**config.mk**
```make
export PLATFORM = sky130hd
export DESIGN_NAME = rational_arith_unit
export DESIGN_NICKNAME = d
export VERILOG_FILES = /design/src/rtl/core/rau_pkg.sv /design/src/rtl/core/rau_div.sv /design/src/rtl/core/rational_arith_unit.sv
export SDC_FILE = /design/constraint.sdc
export NUM_CORES = 2
export LEC_CHECK = 0
export ABC_CLOCK_PERIOD_IN_PS = 30100
export BUFFER_PORTS_ARGS = -buffer_cell sky130_fd_sc_hd__buf_2
export CORE_MARGIN = 2
export CORE_UTILIZATION = 25
export DETAILED_ROUTE_END_ITERATION = 10
export PLACE_DENSITY = 0.44
export SYNTH_ARGS = -nofsm -noshare
export SYNTH_HDL_FRONTEND = slang
export SYNTH_SLANG_ARGS = --single-unit
```
**constraint.sdc**
```tcl
create_clock -name clk_i -period 30.1 [get_ports clk_i]
set_clock_uncertainty 0.2 [all_clocks]
set_input_delay 1.505 -clock clk_i [delete_from_list [all_inputs] [get_ports clk_i]]
set_output_delay 1.505 -clock clk_i [all_outputs]
set_load 0.02 [all_outputs]
```
**src/rtl/core/rau_pkg.sv**
```systemverilog
// Package for the rational arithmetic unit: item types, codes, micro-op table
// and divider request/response types. No dependencies.
`timescale 1ns / 1ps
`default_nettype none

package rau_pkg;

  typedef struct packed {
    logic [1:0]         opcode;
    logic signed [31:0] a_numerator;
    logic signed [31:0] a_denominator;
    logic signed [31:0] b_numerator;
    logic signed [31:0] b_denominator;
  } in_item_t;

  typedef struct packed {
    logic signed [31:0] res_numerator;
    logic signed [31:0] res_denominator;
    logic [1:0]         status;
  } out_item_t;

  localparam logic [1:0] OP_ADD = 2'd0;
  localparam logic [1:0] OP_SUB = 2'd1;
  localparam logic [1:0] OP_MUL = 2'd2;
  localparam logic [1:0] OP_DIV = 2'd3;

  localparam logic [1:0] ST_OK = 2'd0;
  localparam logic [1:0] ST_DZ = 2'd1;
  localparam logic [1:0] ST_OV = 2'd2;

  localparam int unsigned NumSteps = 8;
  localparam int unsigned StepW    = 3;

  typedef enum logic [1:0] {K_GCD, K_DIV, K_MUL, K_ADD} kind_e;

  typedef enum logic [3:0] {
    SRC_AN, SRC_AD, SRC_BN, SRC_BD, SRC_T0, SRC_T1, SRC_T2, SRC_G1, SRC_G2
  } src_e;

  typedef enum logic [2:0] {DST_T0, DST_T1, DST_T2, DST_G1, DST_G2} dst_e;

  typedef struct packed {
    kind_e kind;
    src_e  src_a;
    src_e  src_b;
    dst_e  dst;
  } uop_t;

  typedef struct packed {
    logic        start;
    logic [31:0] dividend;
    logic [31:0] divisor;
  } div_req_t;

  typedef struct packed {
    logic        done;
    logic [31:0] quotient;
    logic [31:0] remainder;
  } div_rsp_t;

  // Fixed programs: add/sub path and multiply path (divide has b swapped on load).
  function automatic uop_t decode_uop(input logic mul_path, input logic [StepW-1:0] step);
    uop_t u;
    u = '{kind: K_ADD, src_a: SRC_T1, src_b: SRC_T2, dst: DST_T1};
    if (!mul_path) begin
      unique case (step)
        3'd0: u = '{kind: K_GCD, src_a: SRC_AD, src_b: SRC_BD, dst: DST_G1};
        3'd1: u = '{kind: K_MUL, src_a: SRC_AD, src_b: SRC_BD, dst: DST_T0};
        3'd2: u = '{kind: K_DIV, src_a: SRC_T0, src_b: SRC_G1, dst: DST_T0};
        3'd3: u = '{kind: K_DIV, src_a: SRC_T0, src_b: SRC_AD, dst: DST_T1};
        3'd4: u = '{kind: K_MUL, src_a: SRC_T1, src_b: SRC_AN, dst: DST_T1};
        3'd5: u = '{kind: K_DIV, src_a: SRC_T0, src_b: SRC_BD, dst: DST_T2};
        3'd6: u = '{kind: K_MUL, src_a: SRC_T2, src_b: SRC_BN, dst: DST_T2};
        default: u = '{kind: K_ADD, src_a: SRC_T1, src_b: SRC_T2, dst: DST_T1};
      endcase
    end else begin
      unique case (step)
        3'd0: u = '{kind: K_GCD, src_a: SRC_AN, src_b: SRC_BD, dst: DST_G1};
        3'd1: u = '{kind: K_GCD, src_a: SRC_BN, src_b: SRC_AD, dst: DST_G2};
        3'd2: u = '{kind: K_DIV, src_a: SRC_AN, src_b: SRC_G1, dst: DST_T1};
        3'd3: u = '{kind: K_DIV, src_a: SRC_BN, src_b: SRC_G2, dst: DST_T2};
        3'd4: u = '{kind: K_MUL, src_a: SRC_T1, src_b: SRC_T2, dst: DST_T0};
        3'd5: u = '{kind: K_DIV, src_a: SRC_AD, src_b: SRC_G2, dst: DST_T1};
        3'd6: u = '{kind: K_DIV, src_a: SRC_BD, src_b: SRC_G1, dst: DST_T2};
        default: u = '{kind: K_MUL, src_a: SRC_T1, src_b: SRC_T2, dst: DST_T1};
      endcase
    end
    return u;
  endfunction

endpackage

`default_nettype wire

```
**src/rtl/core/rau_div.sv**
```systemverilog
// Unsigned 32/32 restoring divider, one quotient bit per cycle.
// Uses rau_pkg for the request/response types.
`timescale 1ns / 1ps
`default_nettype none

module rau_div (
  input  wire logic             clk_i,
  input  wire logic             rst_ni,
  input  wire rau_pkg::div_req_t req_i,
  output rau_pkg::div_rsp_t     rsp_o
);

  logic        busy_q, busy_d;
  logic        done_q, done_d;
  logic [4:0]  cnt_q, cnt_d;
  logic [31:0] rem_q, rem_d;
  logic [31:0] quo_q, quo_d;
  logic [31:0] dvs_q, dvs_d;
  logic [32:0] shifted;
  logic [33:0] diff;

  assign shifted = {rem_q, quo_q[31]};
  assign diff    = {1'b0, shifted} - {2'b00, dvs_q};

  always_comb begin
    busy_d = busy_q;
    done_d = 1'b0;
    cnt_d  = cnt_q;
    rem_d  = rem_q;
    quo_d  = quo_q;
    dvs_d  = dvs_q;
    if (req_i.start) begin
      busy_d = 1'b1;
      cnt_d  = 5'd31;
      rem_d  = '0;
      quo_d  = req_i.dividend;
      dvs_d  = req_i.divisor;
    end else if (busy_q) begin
      if (!diff[33]) begin
        rem_d = diff[31:0];
        quo_d = {quo_q[30:0], 1'b1};
      end else begin
        rem_d = shifted[31:0];
        quo_d = {quo_q[30:0], 1'b0};
      end
      cnt_d = cnt_q - 5'd1;
      if (cnt_q == 5'd0) begin
        busy_d = 1'b0;
        done_d = 1'b1;
      end
    end
  end

  always_ff @(posedge clk_i or negedge rst_ni) begin
    if (!rst_ni) begin
      busy_q <= 1'b0;
      done_q <= 1'b0;
      cnt_q  <= '0;
    end else begin
      busy_q <= busy_d;
      done_q <= done_d;
      cnt_q  <= cnt_d;
    end
  end

  always_ff @(posedge clk_i) begin
    rem_q <= rem_d;
    quo_q <= quo_d;
    dvs_q <= dvs_d;
  end

  assign rsp_o.done      = done_q;
  assign rsp_o.quotient  = quo_q;
  assign rsp_o.remainder = rem_q;

endmodule

`default_nettype wire

```
**src/rtl/core/rational_arith_unit.sv**
```systemverilog
// Rational arithmetic unit top level: micro-op sequencer around a shared
// divider and a single 32x32 multiplier. Depends on rau_pkg and rau_div.
//
// Usage: an item (opcode plus two fractions) is transferred on the input
// channel when in_valid_i is high and in_stall_o is low. One result fraction
// with a status leaves on the output channel when out_valid_o is high and
// out_stall_i is low. The result sits in an output register; it holds while
// out_stall_i is high.
// Each item runs a fixed program of eight micro-ops. A multiply or add
// writes back from the issue state; a signed division runs on the shared
// restoring divider on magnitudes; a gcd runs one division per Euclid step
// (up to about 46 steps), also on that divider. Add/sub: one gcd plus three
// divisions; multiply/divide: two gcds plus four divisions. An item flagged
// as a zero divisor on load skips the program and goes straight to write-back.
// in_stall_o is high from transfer until the result is handed to the output
// register, so one item is in flight at a time. If the output register is
// still occupied, the finished item waits. Reset clears the sequencer and
// the output valid; no result is pending after reset.
`timescale 1ns / 1ps
`default_nettype none

module rational_arith_unit (
  input  wire logic              clk_i,
  input  wire logic              rst_ni,
  input  wire logic              in_valid_i,
  output logic                   in_stall_o,
  input  wire rau_pkg::in_item_t in_data_i,
  output logic                   out_valid_o,
  input  wire logic              out_stall_i,
  output rau_pkg::out_item_t     out_data_o
);

  typedef enum logic [5:0] {
    S_IDLE  = 6'b000001,
    S_ISSUE = 6'b000010,
    S_DIVW  = 6'b000100,
    S_GCDL  = 6'b001000,
    S_GCDW  = 6'b010000,
    S_WB    = 6'b100000
  } state_e;

  state_e state_q, state_d;
  logic [rau_pkg::StepW-1:0] stp_q, stp_d;
  logic        mul_q, sub_q, zd_q, ov_q, neg_q, neg_d;
  logic [31:0] an_q, ad_q, bn_q, bd_q, t0_q, t1_q, t2_q, g1_q, g2_q;
  logic [31:0] gp_q, gp_d, gq_q, gq_d;
  logic        out_vld_q;
  rau_pkg::out_item_t out_q;

  rau_pkg::uop_t     uop;
  rau_pkg::div_req_t div_req;
  rau_pkg::div_rsp_t div_rsp;

  logic        ld_in, out_ld, wr_en, ov_set, zero_in, in_mul;
  logic [31:0] wr_val, opa, opb, mag_a, mag_b, mag_bs, qsig;
  logic        b_uns;
  logic signed [63:0] mul_full;
  logic [32:0] sum;
  logic [31:0] ld_bn, ld_bd;

  function automatic logic [31:0] pick(input rau_pkg::src_e s,
                                       input logic [31:0] an, ad, bn, bd,
                                       input logic [31:0] t0, t1, t2, g1, g2);
    logic [31:0] v;
    unique case (s)
      rau_pkg::SRC_AN: v = an;
      rau_pkg::SRC_AD: v = ad;
      rau_pkg::SRC_BN: v = bn;
      rau_pkg::SRC_BD: v = bd;
      rau_pkg::SRC_T0: v = t0;
      rau_pkg::SRC_T1: v = t1;
      rau_pkg::SRC_T2: v = t2;
      rau_pkg::SRC_G1: v = g1;
      rau_pkg::SRC_G2: v = g2;
      default:         v = '0;
    endcase
    return v;
  endfunction

  rau_div u_div (
    .clk_i (clk_i),
    .rst_ni(rst_ni),
    .req_i (div_req),
    .rsp_o (div_rsp)
  );

  assign uop = rau_pkg::decode_uop(mul_q, stp_q);
  assign opa = pick(uop.src_a, an_q, ad_q, bn_q, bd_q, t0_q, t1_q, t2_q, g1_q, g2_q);
  assign opb = pick(uop.src_b, an_q, ad_q, bn_q, bd_q, t0_q, t1_q, t2_q, g1_q, g2_q);
  assign b_uns  = (uop.src_b == rau_pkg::SRC_G1) || (uop.src_b == rau_pkg::SRC_G2);
  assign mag_a  = opa[31] ? (32'd0 - opa) : opa;
  assign mag_bs = opb[31] ? (32'd0 - opb) : opb;
  assign mag_b  = b_uns ? opb : mag_bs;

  assign mul_full = $signed(opa) * $signed(opb);
  assign sum = sub_q ? ({t1_q[31], t1_q} - {t2_q[31], t2_q})
                     : ({t1_q[31], t1_q} + {t2_q[31], t2_q});
  assign qsig = neg_q ? (32'd0 - div_rsp.quotient) : div_rsp.quotient;

  // Divide swaps b on load so it runs the multiply program.
  assign in_mul = in_data_i.opcode[1];
  assign ld_bn  = (in_data_i.opcode == rau_pkg::OP_DIV) ? in_data_i.b_denominator
                                                         : in_data_i.b_numerator;
  assign ld_bd  = (in_data_i.opcode == rau_pkg::OP_DIV) ? in_data_i.b_numerator
                                                         : in_data_i.b_denominator;
  assign zero_in = in_mul
    ? ((in_data_i.a_numerator == 32'sd0 && ld_bd == 32'd0) ||
       (ld_bn == 32'd0 && in_data_i.a_denominator == 32'sd0))
    : (in_data_i.a_denominator == 32'sd0 || in_data_i.b_denominator == 32'sd0);

  always_comb begin
    state_d = state_q;
    stp_d   = stp_q;
    neg_d   = neg_q;
    gp_d    = gp_q;
    gq_d    = gq_q;
    wr_en   = 1'b0;
    wr_val  = '0;
    ov_set  = 1'b0;
    ld_in   = 1'b0;
    out_ld  = 1'b0;
    div_req = '0;
    unique case (state_q)
      S_IDLE: begin
        if (in_valid_i) begin
          ld_in   = 1'b1;
          stp_d   = '0;
          state_d = zero_in ? S_WB : S_ISSUE;
        end
      end
      S_ISSUE: begin
        unique case (uop.kind)
          rau_pkg::K_MUL: begin
            wr_en  = 1'b1;
            wr_val = mul_full[31:0];
            ov_set = !((&mul_full[63:31]) || !(|mul_full[63:31]));
          end
          rau_pkg::K_ADD: begin
            wr_en  = 1'b1;
            wr_val = sum[31:0];
            ov_set = sum[32] ^ sum[31];
          end
          rau_pkg::K_DIV: begin
            div_req.start    = 1'b1;
            div_req.dividend = mag_a;
            div_req.divisor  = mag_b;
            neg_d   = opa[31] ^ (!b_uns && opb[31]);
            state_d = S_DIVW;
          end
          default: begin
            gp_d    = mag_a;
            gq_d    = mag_bs;
            state_d = S_GCDL;
          end
        endcase
      end
      S_DIVW: begin
        if (div_rsp.done) begin
          wr_en  = 1'b1;
          wr_val = qsig;
          ov_set = !neg_q && div_rsp.quotient[31];
        end
      end
      S_GCDL: begin
        if (gq_q == 32'd0) begin
          wr_en  = 1'b1;
          wr_val = gp_q;
        end else begin
          div_req.start    = 1'b1;
          div_req.dividend = gp_q;
          div_req.divisor  = gq_q;
          state_d = S_GCDW;
        end
      end
      S_GCDW: begin
        if (div_rsp.done) begin
          gp_d    = gq_q;
          gq_d    = div_rsp.remainder;
          state_d = S_GCDL;
        end
      end
      S_WB: begin
        if (!out_vld_q || !out_stall_i) begin
          out_ld  = 1'b1;
          state_d = S_IDLE;
        end
      end
      default: state_d = S_IDLE;
    endcase
    // a micro-op finished: step on or hand over the result
    if (wr_en) begin
      if (stp_q == rau_pkg::StepW'(rau_pkg::NumSteps - 1)) begin
        state_d = S_WB;
      end else begin
        stp_d   = stp_q + 1'b1;
        state_d = S_ISSUE;
      end
    end
  end

  always_ff @(posedge clk_i or negedge rst_ni) begin
    if (!rst_ni) begin
      state_q   <= S_IDLE;
      stp_q     <= '0;
      out_vld_q <= 1'b0;
    end else begin
      state_q <= state_d;
      stp_q   <= stp_d;
      if (out_ld) begin
        out_vld_q <= 1'b1;
      end else if (!out_stall_i) begin
        out_vld_q <= 1'b0;
      end
    end
  end

  always_ff @(posedge clk_i) begin
    neg_q <= neg_d;
    gp_q  <= gp_d;
    gq_q  <= gq_d;
    if (ld_in) begin
      an_q  <= in_data_i.a_numerator;
      ad_q  <= in_data_i.a_denominator;
      bn_q  <= ld_bn;
      bd_q  <= ld_bd;
      mul_q <= in_mul;
      sub_q <= (in_data_i.opcode == rau_pkg::OP_SUB);
      zd_q  <= zero_in;
      ov_q  <= 1'b0;
    end else if (ov_set) begin
      ov_q <= 1'b1;
    end
    if (wr_en) begin
      unique case (uop.dst)
        rau_pkg::DST_T0: t0_q <= wr_val;
        rau_pkg::DST_T1: t1_q <= wr_val;
        rau_pkg::DST_T2: t2_q <= wr_val;
        rau_pkg::DST_G1: g1_q <= wr_val;
        rau_pkg::DST_G2: g2_q <= wr_val;
        default: ;
      endcase
    end
    if (out_ld) begin
      if (zd_q) begin
        out_q.res_numerator   <= '0;
        out_q.res_denominator <= '0;
        out_q.status          <= rau_pkg::ST_DZ;
      end else begin
        out_q.res_numerator   <= mul_q ? t0_q : t1_q;
        out_q.res_denominator <= mul_q ? t1_q : t0_q;
        out_q.status          <= ov_q ? rau_pkg::ST_OV : rau_pkg::ST_OK;
      end
    end
  end

  assign in_stall_o  = (state_q != S_IDLE);
  assign out_valid_o = out_vld_q;
  assign out_data_o  = out_q;

`ifndef SYNTHESIS
  a_div_done_waited: assert property (@(posedge clk_i) disable iff (!rst_ni)
    div_rsp.done |-> (state_q == S_DIVW || state_q == S_GCDW))
    else $error("divider result with no waiting micro-op");

  a_dz_zero: assert property (@(posedge clk_i) disable iff (!rst_ni)
    (out_valid_o && out_data_o.status == rau_pkg::ST_DZ) |->
      (out_data_o.res_numerator == 32'sd0 && out_data_o.res_denominator == 32'sd0))
    else $error("zero-divisor result carries a nonzero fraction");

  a_accept_busy: assert property (@(posedge clk_i) disable iff (!rst_ni)
    (in_valid_i && !in_stall_o) |=> (state_q != S_IDLE))
    else $error("sequencer idle after an input transfer");
`endif

endmodule

`default_nettype wire
```
-- Yosys cells after proc, flatten, opt, wreduce, memory -nomap -nowiden
Index checks and enable logic that the tools add are counted.
- bitwise logic cells: 2
- multiply operators: 1
- equality and inequality tests: 48
- multiplexer cells: 67
- add/subtract/negate cells: 8
- reduce and logical (&&, ||, !) cells: 40
- operator list (operator ; count):
    one-hot mux 32 bit (9 select lines) ; 2
    two-way mux 32 bit ; 17
    logical NOT 32 bit ; 6
    one-hot mux 32 bit (2 select lines) ; 3
    one-hot mux 13 bit (7 select lines) ; 2
    two-way mux 65 bit ; 2
    one-hot mux 65 bit (2 select lines) ; 1
    one-hot mux 32 bit (3 select lines) ; 1
    subtractor 1 x 32 -> 32 bit (first input constant) ; 3
    multiplier 32 x 32 -> 64 bit ; 1
    two-way mux 6 bit ; 7
    one-hot mux 6 bit (6 select lines) ; 1
    subtractor 33 x 32 -> 34 bit ; 1
    adder 32 x 32 -> 33 bit ; 1
    two-way mux 33 bit ; 1
    AND reduction 33 bit ; 1
    OR reduction 33 bit ; 1
    subtractor 32 x 32 -> 33 bit ; 1
    equality test 4 x 3 -> 1 bit (second input constant) ; 8
    two-way mux 1 bit ; 18
    equality test 4 x 2 -> 1 bit (second input constant) ; 4
    equality test 3 bit (second input constant) ; 5
    two-way mux 13 bit ; 1
    equality test 3 x 2 -> 1 bit (second input constant) ; 4
    37 further kinds ; 74
- input bits: 134
- logic and storage cells: 194
- output and inout bits: 68
- register bits: 536

-- Logic depth before layout (Yosys ltp)
- depth in word-level cells: 12
- mapped depth: 45
- depth with buffers taken out: 36

-- Cells and area by module
From an unflattened synthesis, not the netlist that was laid out.
- cells, all modules: 7035
- area total of the unflattened synthesis: 68154.1 µm²
- by module, submodules not included (module ; area an instance (µm²) ; times used ; seq. area each (µm²) ; cells each):
    rational_arith_unit ; 62060.8 ; 1 ; 12943.7 ; 6445
    rau_div ; 6093.3 ; 1 ; 2737.6 ; 590

-- Worst setup path after synthesis
Ideal clock, no wire load.
- path kind: register to register
- start: register stp_q[2] in the netlist's numbering
- end: register ov_q
- setup time: 0.123 ns
- required time: 29.777 ns
- cell stages (with the launch flop): 41
- clock period less this slack: 11.685 ns
- arrival: 11.361 ns
- setup slack: 18.415 ns
- path buffers: 8
- path through: dfrtp_1 -> buf_4 -> inv_2 -> ha_1 -> clkbuf_1 -> nor3_1 -> a2111oi_0 -> clkbuf_1 -> buf_2 -> buf_2 -> a22oi_1 -> nand3_1 -> a221oi_1 -> clkbuf_1 -> buf_1 -> nor2_1 -> inv_1 -> fa_1 -> [... 5 more ...] -> fa_1 -> fa_1 -> fa_1 -> fa_1 -> inv_1 -> ha_1 -> clkbuf_1 -> and3_1 -> nand2_1 -> nor4_1 -> nand4_1 -> and2_1 -> a211o_1 -> nor4_1 -> nand4_1 -> or4_1 -> o211ai_1 -> nand3_1
- word-level cells in the longest chain between the ends: 12
- elaborated cells between the ends (all ways): 40
- classes of those cells: 1 x mul; 24 x eq/ne; 7 x mux; 8 x reduce/logical
- ends and longest elaborated chain (element ; RTL line ; source):
    from (decl) ; rational_arith_unit.sv:43 ; logic [rau_pkg::StepW-1:0] stp_q, stp_d;
    from (signal assigned) ; rational_arith_unit.sv:208 ; stp_q <= stp_d;
    equality test 3 bit (tied with other cells) ; rau_pkg.sv:66, rau_pkg.sv:77 ;
    one-hot mux 13 bit (7 select lines), on equally long branches ; rau_pkg.sv:66, rau_pkg.sv:77 ;
    two-way mux 13 bit * ; rau_pkg.sv:65 ; if (!mul_path) begin
    equality test 4 bit (tied with other cells) ; rational_arith_unit.sv:65 ; unique case (s)
    one-hot mux 32 bit (9 select lines) ; rational_arith_unit.sv:65 ;
    multiplier 32 x 32 -> 64 bit ; rational_arith_unit.sv:95 ; assign mul_full = $signed(opa) * $signed(opb);
    OR reduction 33 bit ; rational_arith_unit.sv:136 ; ov_set = !((&mul_full[63:31]) || !(|mul_full[63:31]));
    logical NOT 1 bit ; rational_arith_unit.sv:136 ;
    logical OR 1 bit ; rational_arith_unit.sv:136 ;
    logical NOT 1 bit ; rational_arith_unit.sv:136 ;
    one-hot mux 1 bit (2 select lines) * ; rational_arith_unit.sv:132 ; unique case (uop.kind)
    one-hot mux 1 bit (2 select lines) * ; rational_arith_unit.sv:123 ; unique case (state_q)
    to (signal assigned) ; rational_arith_unit.sv:229 ; ov_q <= 1'b0;
    to (signal assigned) ; rational_arith_unit.sv:231 ; ov_q <= 1'b1;
    to (decl) ; rational_arith_unit.sv:44 ; logic mul_q, sub_q, zd_q, ov_q, neg_q, neg_d;
Mark *: on every way between the ends. The rest lies on a longest branch, timed or not.
A chain may end at the register's enable or synchronous reset.

-- Worst setup path in the final report
Same ends and word-level chain as after synthesis.

==> metrics.md <==
| Metric | Value |
|---|---|
| Combinational family with the most area after synthesis | `adder cells` |
| Die Y-Extent | `522 um` |
| Number of remaining DRC errors | `0` |
| Worst-path clk slew | `0.06 ns` |
| Post-synthesis register bit count | `536` |
| Root Buffer | `clkbuf_16` |
| Die width | `522 um` |
| Req. time, crit path | `30.48 ns` |
| Worst Setup Start Kind | `flop` |
| Max-Cap Viols | `0` |
| XOR/XNOR share of the synthesized area | `0.0333` |
| Largest net degree at the start of global routing | `90` |
| Via/cell ratio | `5.08` |
| DR iter-0 viols | `4,851` |
| FFs w/ async S/R, synth | `0.0317` |
| FF-to-FF setup slack | `15.78 ns` |
| Hold path endpoint | `u_div.cnt_q[4]` |
| Final Critical Period | `14.32 ns` |
| Library cells used by synthesis | `102` |
| Mapped Area | `67,000 um2` |
| Synth top area share | `0.324` |
| RSZ-0062 raised after global routing | `false` |
| GP Congestion | `0.943` |
| HP Class | `reg -> reg` |
| FMAX | `69.8 MHz` |
| Antenna violations before repair | `14` |
| Final Setup Violations | `0` |
| Detail Route Antenna Nets | `0` |
| Clock sinks | `536` |
| Io pins | `202` |
| Simple-gate share of the synthesized area | `0.141` |
| Layout cells sized above 1 | `0.0996` |
| Syn_nets | `8,425` |
| Top sig layer | `met5` |
| Met1 wire length | `113 mm` |
| Compound-gate portion of the synthesized area | `0.115` |
| Synth warnings | `0` |
| Clk_lat worst skew | `0.70 ns` |
| Area of the core | `267,000 um2` |
| Crit path max-delay family | `adder cells` |
| CTS tree | `done` |
| Gr usage total | `0.198` |
| Hold-fix buffer count after cts | `0` |
| Tcrit/Tclk final | `0.476` |
| Slew HR | `0.142` |
| Mux share of post-synthesis cell area | `0.0261` |
| Die Area | `272,000 um2` |
| Post-synth top flop | `edfxtp_1` |
| Drt pass-1 iters | `7` |
| Adder-cell share of the synthesized area | `0.372` |
| Layout area overhead | `12.5%` |
| Starting Density | `0.251` |
| Largest area contributor in the netlist | `fa_1` |
| FF-to-FF End | `ov_q` |
| Reg2Reg Depth | `33` |
| Average wire per standard cell | `25.5 um` |
| Max reg flops | `66` |
| CP max stage delay | `0.98 ns` |
| Vias in the first global route | `56,500` |
| Crit path buf inv count | `5` |
| Status | `complete, no violations` |
| Post-CTS sizing | `0` |
| WL met2 | `133 mm` |
| Worst Path Max Fanout | `33` |
| Post-synth EDFFs | `486` |
| Total CTS buffers | `71` |
| WL met3 | `15.0 mm` |
| Postcts setup bufs | `0` |
| CP dominant cell by count | `fa_1` |
| Rows | `190` |
| First-pass GRT wire length | `396 mm` |
| Port-buffer cells | `201` |
| Post-DP HPWL | `214 mm` |
| Setup TNS | `0 ns` |
| Final Hold Vio Count | `0` |
| Via count of the routed design | `53,900` |
| CP endpoint kind | `flop` |
| Cells after synthesis | `6,947` |
| Nets | `8,472` |
| Ranking of synthesized cells by area | `fa_1, edfxtp_1, inv_1` |
| DRT Wirelength | `270 mm` |
| Hold path depth | `2` |
| Grt total ovfl | `0` |
| Data arrival, critical path | `14.70 ns` |
| Least-Margin Pin Slew | `1.27 ns` |
| Syn Area/Cell | `9.65 um2` |
| Slowest cell on crit path | `o41ai_1` |
| Final Max Tran Viols | `0` |
| WS Path Type | `reg -> reg` |
| CTS H-tree lvls | `3` |
| Crit Reg-Reg Startpoint | `stp_q[2]` |
| Min-delay src | `u_div.cnt_q[4]` |
| Max Root-Sink Buffers | `3` |
| Seq/Total Area, Yosys | `0.234` |
[metal layers]
layer / vias up / global-route usage
met5: - / 0
met4: 8 / 0.0633
met3: 390 / 0.0234
met2: 1867 / 0.338
met1: 28500 / 0.260
li1: 23100 / -
[how the worst max path moves through the flow]
stage / startpoint / slack (ns) / end / cells after the start
2_1_floorplan: stp_q[2] / 18.42 / ov_q / 40
3_3_place_gp: stp_q[2] / 15.83 / ov_q / 33
3_5_place_dp: stp_q[2] / 15.97 / ov_q / 33
4_1_cts: stp_q[2] / 15.90 / ov_q / 33
5_1_grt: stp_q[2] / 15.02 / ov_q / 33
6_report: stp_q[2] / 15.78 / ov_q / 33
[per-stage QoR]
| step | cells | setup WS [ns] | area [um2] | util | hold slack [ns] |
|---|---|---|---|---|---|
| 2_1_floorplan | 6947 | 18.42 | 67000 | - | 0.246 |
| 3_3_place_gp | 10500 | 15.83 | 72900 | 0.273 | 0.302 |
| 3_5_place_dp | 10500 | 15.97 | 72900 | 0.273 | 0.310 |
| 4_1_cts | 10600 | 15.90 | 75400 | 0.282 | 0.329 |
| 5_1_grt | 10600 | 15.02 | 75400 | 0.282 | 0.359 |
| 6_report | 10600 | 15.78 | 75400 | 0.282 | 0.326 |
[area by class of cell]
| class | instances | area (um2) |
|---|---|---|
| well taps | 3552 | 4440 |
| clock buffers | 80 | 1840 |
| clock inverters | 50 | 677 |
| fillers | 28400 | 192000 |
| inverters | 984 | 3700 |
| repair buffers | 364 | 2240 |
| flip-flops and latches | 536 | 15700 |
| diodes | 4 | 10.0 |
| multi-input cells | 5037 | 46800 |
[worst register-to-register path, delay by kind of cell (launching register included)]
| kind | cells | cell delay (ns) |
|---|---|---|
| buffers and inverters | 5 | 0.73 |
| and+or+nand+nor | 9 | 3.28 |
| adders and majority gates | 10 | 5.02 |
| DFF | 1 | 0.83 |
| AOI/OAI and AO/OA | 9 | 4.13 |
[cells in the mapped netlist, types with 11 or more instances]
cell type,number
a211oi_1,22
a21o_1,59
a21oi_1,247
a221o_1,30
a221oi_1,34
a222oi_1,12
a22o_1,11
a22oi_1,140
a31oi_1,34
and2_1,30
and3_1,30
and4_1,12
buf_1,38
buf_2,39
clkbuf_1,305
dfrtp_1,16
dfxtp_1,33
edfxtp_1,486
fa_1,1084
ha_1,260
inv_1,982
mux2_2,70
mux2i_1,88
nand2_1,599
nand2b_1,86
nand3_1,104
nand4_1,44
nor2_1,971
nor2b_1,24
nor3_1,47
nor4_1,67
o211a_1,13
o211ai_1,31
o21a_1,24
o21ai_0,276
o21ai_1,21
o21bai_1,14
o221ai_1,31
o31ai_1,18
or2_2,35
or3_1,31
or4_1,17
xnor2_1,177
xor2_1,78
[kinds of logic after synthesis]
family / Yosys count
compound gates: 1136
xor+xnor: 255
fa+ha+maj: 1344
buf+inv: 1374
flops: 536
mux: 162
simple gates: 2140
[placed cells by master, fill, tap and decap left out, types with 70 or more instances in the layout]
| master | count |
|---|---|
| edfxtp_1 | 486 |
| nor2_1 | 962 |
| mux2i_1 | 88 |
| mux2_2 | 70 |
| a21oi_1 | 242 |
| clkbuf_16 | 72 |
| buf_4 | 162 |
| nand3_1 | 104 |
| o21ai_0 | 274 |
| fa_1 | 1084 |
| nand2b_1 | 86 |
| a22oi_1 | 140 |
| inv_1 | 981 |
| ha_1 | 260 |
| nand2_1 | 596 |
| xor2_1 | 78 |
| xnor2_1 | 177 |
| buf_2 | 201 |
Power is not shown: default switching activity piles up to over one toggle a cycle in this logic, so the estimate is an artifact.
